$ cat config.mk
export PLATFORM = sky130hd
export DESIGN_NAME = element_rank_counter
export DESIGN_NICKNAME = d
export VERILOG_FILES = /design/src/rtl/erc_pkg.sv /design/src/rtl/erc_store.sv /design/src/rtl/erc_rank_unit.sv /design/src/rtl/element_rank_counter.sv
export SDC_FILE = /design/constraint.sdc
export NUM_CORES = 1
export LEC_CHECK = 0
export ABC_AREA = 1
export BUFFER_PORTS_ARGS = -buffer_cell sky130_fd_sc_hd__buf_2
export CAP_MARGIN = 20
export CORE_MARGIN = 2
export CORE_UTILIZATION = 55
export DETAILED_ROUTE_END_ITERATION = 16
export GPL_TIMING_DRIVEN = 0
export PLACE_DENSITY = 0.67
export SKIP_LAST_GASP = 1
export SYNTH_ARGS = -nofsm -noshare
export SYNTH_HDL_FRONTEND = slang
export SYNTH_SLANG_ARGS = --single-unit
$ cat constraint.sdc
create_clock -name clk -period 3.9 [get_ports clk]
set_clock_uncertainty 0.2 [all_clocks]
set_input_delay 0.195 -clock clk [delete_from_list [all_inputs] [get_ports clk]]
set_output_delay 0.195 -clock clk [all_outputs]
set_load 0.005 [all_outputs]
$ cat src/rtl/erc_pkg.sv
// erc_pkg: shared types and constants for the element rank counter.
// No dependencies; imported by every module of the block.
package erc_pkg;

  localparam int VALUE_W = 32;
  localparam int RANK_W  = 6;

  typedef enum logic [2:0] {
    S_LOAD,
    S_KEY,
    S_LATCH,
    S_SCAN,
    S_EMIT
  } state_t;

  typedef struct packed {
    logic load;
    logic acc;
  } rank_ctl_t;

endpackage

$ cat src/rtl/erc_store.sv
// erc_store: value memory, one write port, one registered read port.
// Depends on erc_pkg for the word width.
module erc_store #(
  parameter int DEPTH  = 32,
  parameter int ADDR_W = 5
) (
  input  logic                       clk,
  input  logic                       wr_en,
  input  logic [ADDR_W-1:0]          wr_addr,
  input  logic [erc_pkg::VALUE_W-1:0] wr_data,
  input  logic [ADDR_W-1:0]          rd_addr,
  output logic [erc_pkg::VALUE_W-1:0] rd_data
);
  import erc_pkg::*;

  logic [VALUE_W-1:0] mem [DEPTH];

  always_ff @(posedge clk) begin
    if (wr_en) begin
      mem[wr_addr] <= wr_data;
    end
  end

  always_ff @(posedge clk) begin
    rd_data <= mem[rd_addr];
  end

endmodule

$ cat src/rtl/erc_rank_unit.sv
// erc_rank_unit: shared signed comparator and rank accumulator.
// Depends on erc_pkg for the control struct and word width.
module erc_rank_unit #(
  parameter int ACC_W = 5
) (
  input  logic                        clk,
  input  erc_pkg::rank_ctl_t          ctl,
  input  logic [erc_pkg::VALUE_W-1:0] data,
  output logic [ACC_W-1:0]            acc
);
  import erc_pkg::*;

  logic [VALUE_W-1:0] key;
  logic               less;

  assign less = $signed(data) < $signed(key);

  always_ff @(posedge clk) begin
    if (ctl.load) begin
      key <= data;
      acc <= '0;
    end else if (ctl.acc && less) begin
      acc <= acc + ACC_W'(1);
    end
  end

endmodule

$ cat src/rtl/element_rank_counter.sv
// element_rank_counter: loads a set of signed words, then gives each one's rank.
// Load: one input word per cycle; the word marked last starts rank output.
// Rank: each result takes one pass of the shared comparator over
// the n stored words through the single memory read port.
// Reset (rst, synchronous) empties the set and clears the overflow flag.
module element_rank_counter #(
  parameter int MAX_COUNT = 32
) (
  input  logic                        clk,
  input  logic                        rst,
  input  logic                        in_valid,
  output logic                        in_stall,
  input  logic [erc_pkg::VALUE_W-1:0] value,
  input  logic                        last,
  output logic                        out_valid,
  input  logic                        out_stall,
  output logic [erc_pkg::RANK_W-1:0]  rank,
  output logic                        final_res,
  output logic                        overflow
);
  import erc_pkg::*;

  localparam int CNT_W = $clog2(MAX_COUNT + 1);
  localparam int IDX_W = $clog2(MAX_COUNT);

  state_t             state, state_next;
  logic [CNT_W-1:0]   count, count_next;
  logic               ovf, ovf_next;
  logic [IDX_W-1:0]   i, i_next;
  logic [CNT_W-1:0]   j, j_next;
  logic               wr_en;
  logic [IDX_W-1:0]   rd_addr;
  logic [VALUE_W-1:0] rd_data;
  logic [IDX_W-1:0]   acc;
  rank_ctl_t          ctl;

  erc_store #(
    .DEPTH  (MAX_COUNT),
    .ADDR_W (IDX_W)
  ) u_store (
    .clk     (clk),
    .wr_en   (wr_en),
    .wr_addr (count[IDX_W-1:0]),
    .wr_data (value),
    .rd_addr (rd_addr),
    .rd_data (rd_data)
  );

  erc_rank_unit #(
    .ACC_W (IDX_W)
  ) u_rank (
    .clk  (clk),
    .ctl  (ctl),
    .data (rd_data),
    .acc  (acc)
  );

  assign rank      = RANK_W'(acc);
  assign final_res = (CNT_W'(i) + CNT_W'(1)) == count;
  assign overflow  = ovf;

  always_ff @(posedge clk) begin
    if (rst) begin
      state <= S_LOAD;
    end else begin
      state <= state_next;
    end
  end

  always_ff @(posedge clk) begin
    if (rst) begin
      count <= '0;
      ovf   <= 1'b0;
      i     <= '0;
      j     <= '0;
    end else begin
      count <= count_next;
      ovf   <= ovf_next;
      i     <= i_next;
      j     <= j_next;
    end
  end

  always_comb begin
    state_next = state;
    count_next = count;
    ovf_next   = ovf;
    i_next     = i;
    j_next     = j;
    wr_en      = 1'b0;
    rd_addr    = i;
    ctl        = '0;
    in_stall   = 1'b1;
    out_valid  = 1'b0;
    case (state)
      S_LOAD: begin
        in_stall = 1'b0;
        if (in_valid) begin
          if (count < CNT_W'(MAX_COUNT)) begin
            wr_en      = 1'b1;
            count_next = count + CNT_W'(1);
          end else begin
            ovf_next = 1'b1;
          end
          if (last) begin
            i_next     = '0;
            state_next = S_KEY;
          end
        end
      end
      S_KEY: begin
        rd_addr    = i;
        state_next = S_LATCH;
      end
      S_LATCH: begin
        ctl.load   = 1'b1;
        rd_addr    = '0;
        j_next     = CNT_W'(1);
        state_next = S_SCAN;
      end
      S_SCAN: begin
        ctl.acc = 1'b1;
        if (j == count) begin
          state_next = S_EMIT;
        end else begin
          rd_addr = j[IDX_W-1:0];
          j_next  = j + CNT_W'(1);
        end
      end
      S_EMIT: begin
        out_valid = 1'b1;
        if (!out_stall) begin
          if (final_res) begin
            count_next = '0;
            ovf_next   = 1'b0;
            state_next = S_LOAD;
          end else begin
            i_next     = i + IDX_W'(1);
            state_next = S_KEY;
          end
        end
      end
      default: begin
        state_next = S_LOAD;
      end
    endcase
  end

  a_count_range: assert property (@(posedge clk) disable iff (rst)
    count <= CNT_W'(MAX_COUNT))
    else $error("stored count above capacity");

  a_drop_sets_ovf: assert property (@(posedge clk) disable iff (rst)
    (in_valid && !in_stall && count == CNT_W'(MAX_COUNT)) |=> ovf)
    else $error("dropped word did not raise overflow");

  a_emit_nonempty: assert property (@(posedge clk) disable iff (rst)
    out_valid |-> (count != '0 && CNT_W'(i) < count))
    else $error("result for an empty slot");

  a_rank_bound: assert property (@(posedge clk) disable iff (rst)
    out_valid |-> CNT_W'(acc) < count)
    else $error("rank not below set size");

  a_final_clears: assert property (@(posedge clk) disable iff (rst)
    (out_valid && !out_stall && final_res) |=> (count == '0 && !ovf && !in_stall))
    else $error("set not cleared after final result");

endmodule
==> impl_metrics.ini <==
[outcome]
status = finished, final reports clean

[global_routing]
grt_pass1_wl_um = 210000
grt_max_degree = 36
antenna_found_initial = 2
grt.total_usage = 0.322
overflow = 0
grt_pass1_vias = 32400

[sta]
fin_crit_sh = 0.960
worst_slack_ps = 156
tightest_slew_ps = 1160
hold_viol = 0
grt_setup_unrepaired = no
slew_headroom = 0.224
setup_viol = 0
fmax_ghz = 0.267
slew_viol_final = 0
period_minus_slack_ps = 3740

[power_and_ir_drop]
p_switching_uw = 8710
p_per_area_nw_per_um2 = 539
p_leak_uw = 0.0218
clock_power_share = 0.352
p_int_uw = 21000
peakVddDrop_mv = 0.414
p_seq_frac = 0.464
p_total_uw = 29700
combPwrFrac = 0.184
swShare = 0.293

[detailed_routing]
routedWlPerCell_um = 24.6
drt_iter0_drc = 4898
viasPerCell = 5.84
vias = 34800
first_pass_iters = 7
drc_errors = 0
wl_um = 146000
ant_nets = 0

[yosys]
yosys-top-cells-area = edfxtp_1 (65%), nand3_1 (10%), nand2_1 (8.9%)
synth_edf_count = 1056
postSynthAreaPerCell_um2 = 10.8
synth_top_area_frac = 0.654
synth_cell_types = 39
syn_area_um2 = 48500
yosys_most_used_dff = edfxtp_1
async_reset_ff_frac = 0
syn_nets = 4551
ys_seq_elements = 1114
syn_inst = 4476
yosysMostFrequentCell = nand2_1
ys_seq_area_frac = 0.677
yosys.area.top_type = edfxtp_1
synth_common_cells = nand2_1 (1149), edfxtp_1 (1056), nand3_1 (1012)
yosys_warnings = 0

[floorplanning]
ioPinCount = 47
fp.dieW_um = 301
rows = 108
die_h_um = 301
core_area_um2 = 87200
dieArea_um2 = 90600
initial_core_util = 0.557

[clocking]
cts_max_path_buffers = 3
clk_pin_slew_ps = 60
cts_tree = done
cts_made_buffers = 115
htreeDepth = 3
cts_sinks = 1114
cts_root_buf = clkbuf_16
clk_latency_ps = 700
cts_setup_buffers = 0

[critical_path]
crit_path_start = count[4]
critPathRequiredTime_ps = 4280
r2r_start = count[4]
crit_fanout = 10
startpoint_type = register
rr_worst_depth = 17
path_class = reg2reg
cp_cell_sequence = buf_4 -> inv_2 -> nand2_1 -> nand2_1 -> nor2_2 -> nand3_2 -> nand2_4 -> nand2_4 -> buf_2 -> clkbuf_1 -> nand3b_1 -> nand3_1 -> nand3_1 -> nand3_1 -> nand2_1 -> nand2_1 -> nand2_1
end_kind = register
crit_slowest_cell = clkbuf_1
crit_top_cell = nand2_1
crit_arrival_ps = 4120
slowest_delay_ps = 660

[flow_run]
cap_viol_max_count = 0

[placement]
place_ws_ps = 188
portBuffers = 45
dp_hpwl_um = 98600
gp_congestion = 0.929

[final_layout]
syn_to_final_growth_pct = 13.5
final_nets = 4782
drive_above_1_share = 0.106

[hold_path]
holdPathStages = 1
hold_class = in2reg
min_from = value[18]
[critical path, delay by kind of cell, from the launching register on]
family	cells	cell delay [ps]
DFF	1	290
buffers and inverters	4	1400
and+or+nand+nor	13	1720
[registers in the layout, summed over array words and instances (netlist names)]
| signal | cells |
|---|---|
| count | 6 |
| i | 5 |
| j | 6 |
| overflow | 1 |
| state | 3 |
| u_rank.acc | 5 |
| u_rank.key | 32 |
| u_store.mem | 1024 |
| u_store.rd_data | 32 |
[power by group through the flow]
stage | combinational [uW] | clock, uW | sequential (uW)
floorplan | 3120 | 0 | 14000
global placement | 5070 | 0 | 14000
detailed placement | 5240 | 0 | 14000
CTS | 5320 | 10500 | 13800
global route | 5880 | 11000 | 13800
finish | 5450 | 10500 | 13800
[cells by family after synthesis]
logic type	count (synthesis)	share of synthesized area
other	1	0.0000773
and+or+nand+nor	2477	0.237
DFF	1114	0.677
AOI/OAI and AO/OA	64	0.00756
xor gates and xnor gates	10	0.00181
buffers and inverters	772	0.0664
adders and majority gates	38	0.00980
[what timing repair did]
item,4_1_cts,5_1_grt
gates resized for setup,0,4
hold endpoints to repair,936,0
setup endpoints to repair,0,3
hold buffers,36,0
[placed cells by master, fill, tap and decap left out, types with 3 or more instances in the layout]
| cell | netlist | final |
|---|---|---|
| edfxtp_1 | 1056 | 1056 |
| nand3b_1 | 224 | 224 |
| nand2_4 | 3 | 3 |
| buf_1 | 15 | 15 |
| buf_12 | 0 | 23 |
| inv_6 | 0 | 4 |
| xor2_1 | 7 | 7 |
| inv_2 | 9 | 10 |
| clkbuf_1 | 43 | 64 |
| nor3_1 | 6 | 6 |
| buf_6 | 4 | 4 |
| inv_1 | 484 | 483 |
| buf_16 | 0 | 10 |
| nand3_1 | 1012 | 1012 |
| xnor2_1 | 3 | 3 |
| buf_2 | 207 | 251 |
| nor2_4 | 1 | 33 |
| bufinv_16 | 0 | 8 |
| clkbuf_16 | 0 | 115 |
| nand2_2 | 3 | 3 |
| dlygate4sd3_1 | 0 | 36 |
| buf_4 | 9 | 9 |
| a21oi_1 | 38 | 38 |
| clkinv_2 | 0 | 24 |
| nand2_1 | 1149 | 1149 |
| ha_1 | 38 | 38 |
| o211ai_1 | 3 | 3 |
| o21ai_0 | 11 | 11 |
| dfxtp_1 | 58 | 58 |
| clkinv_1 | 0 | 35 |
| nor2_1 | 64 | 32 |
| nand4_1 | 7 | 7 |
| nor2_2 | 3 | 3 |
[routing by layer]
| layer | GRT usage | wire, um | vias up |
|---|---|---|---|
| li1 | - | - | 15700 |
| met1 | 0.463 | 58600 | 16700 |
| met2 | 0.485 | 64100 | 2055 |
| met3 | 0.0661 | 17500 | 292 |
| met4 | 0.124 | 6120 | 2 |
| met5 | 0 | 17 | - |
[stage by stage]
stage	hold WS [ps]	TNS, ps	instances	area (um^2)	utilization
after floorplan	72.7	0	4476	48500	-
after global placement	216	-853940	5676	50200	0.576
after detailed placement	223	0	5709	51200	0.587
after CTS	5.93	0	5955	55000	0.632
after global routing	52.4	0	5955	55100	0.632
final	51.3	0	5956	55100	0.632
[worst paths after layout]
check	to	slack, ps
min reg2reg	u_rank.key[25]	240
max reg2reg	u_store.rd_data[13]	160
max	u_store.rd_data[13]	160
min	u_store.mem[17][18]	50
[layout make-up]
| class | instances | area, um^2 |
|---|---|---|
| diodes | 1 | 2.50 |
| plain buffers | 279 | 1380 |
| clock buffers | 137 | 2960 |
| clock inverters | 73 | 559 |
| fillers | 6823 | 32100 |
| inverters | 493 | 1850 |
| multi-input cells | 2590 | 12700 |
| flip-flops and latches | 1114 | 32900 |
| well taps | 1155 | 1450 |
| repair buffers | 114 | 1320 |
(Power assumes the default switching activity.)
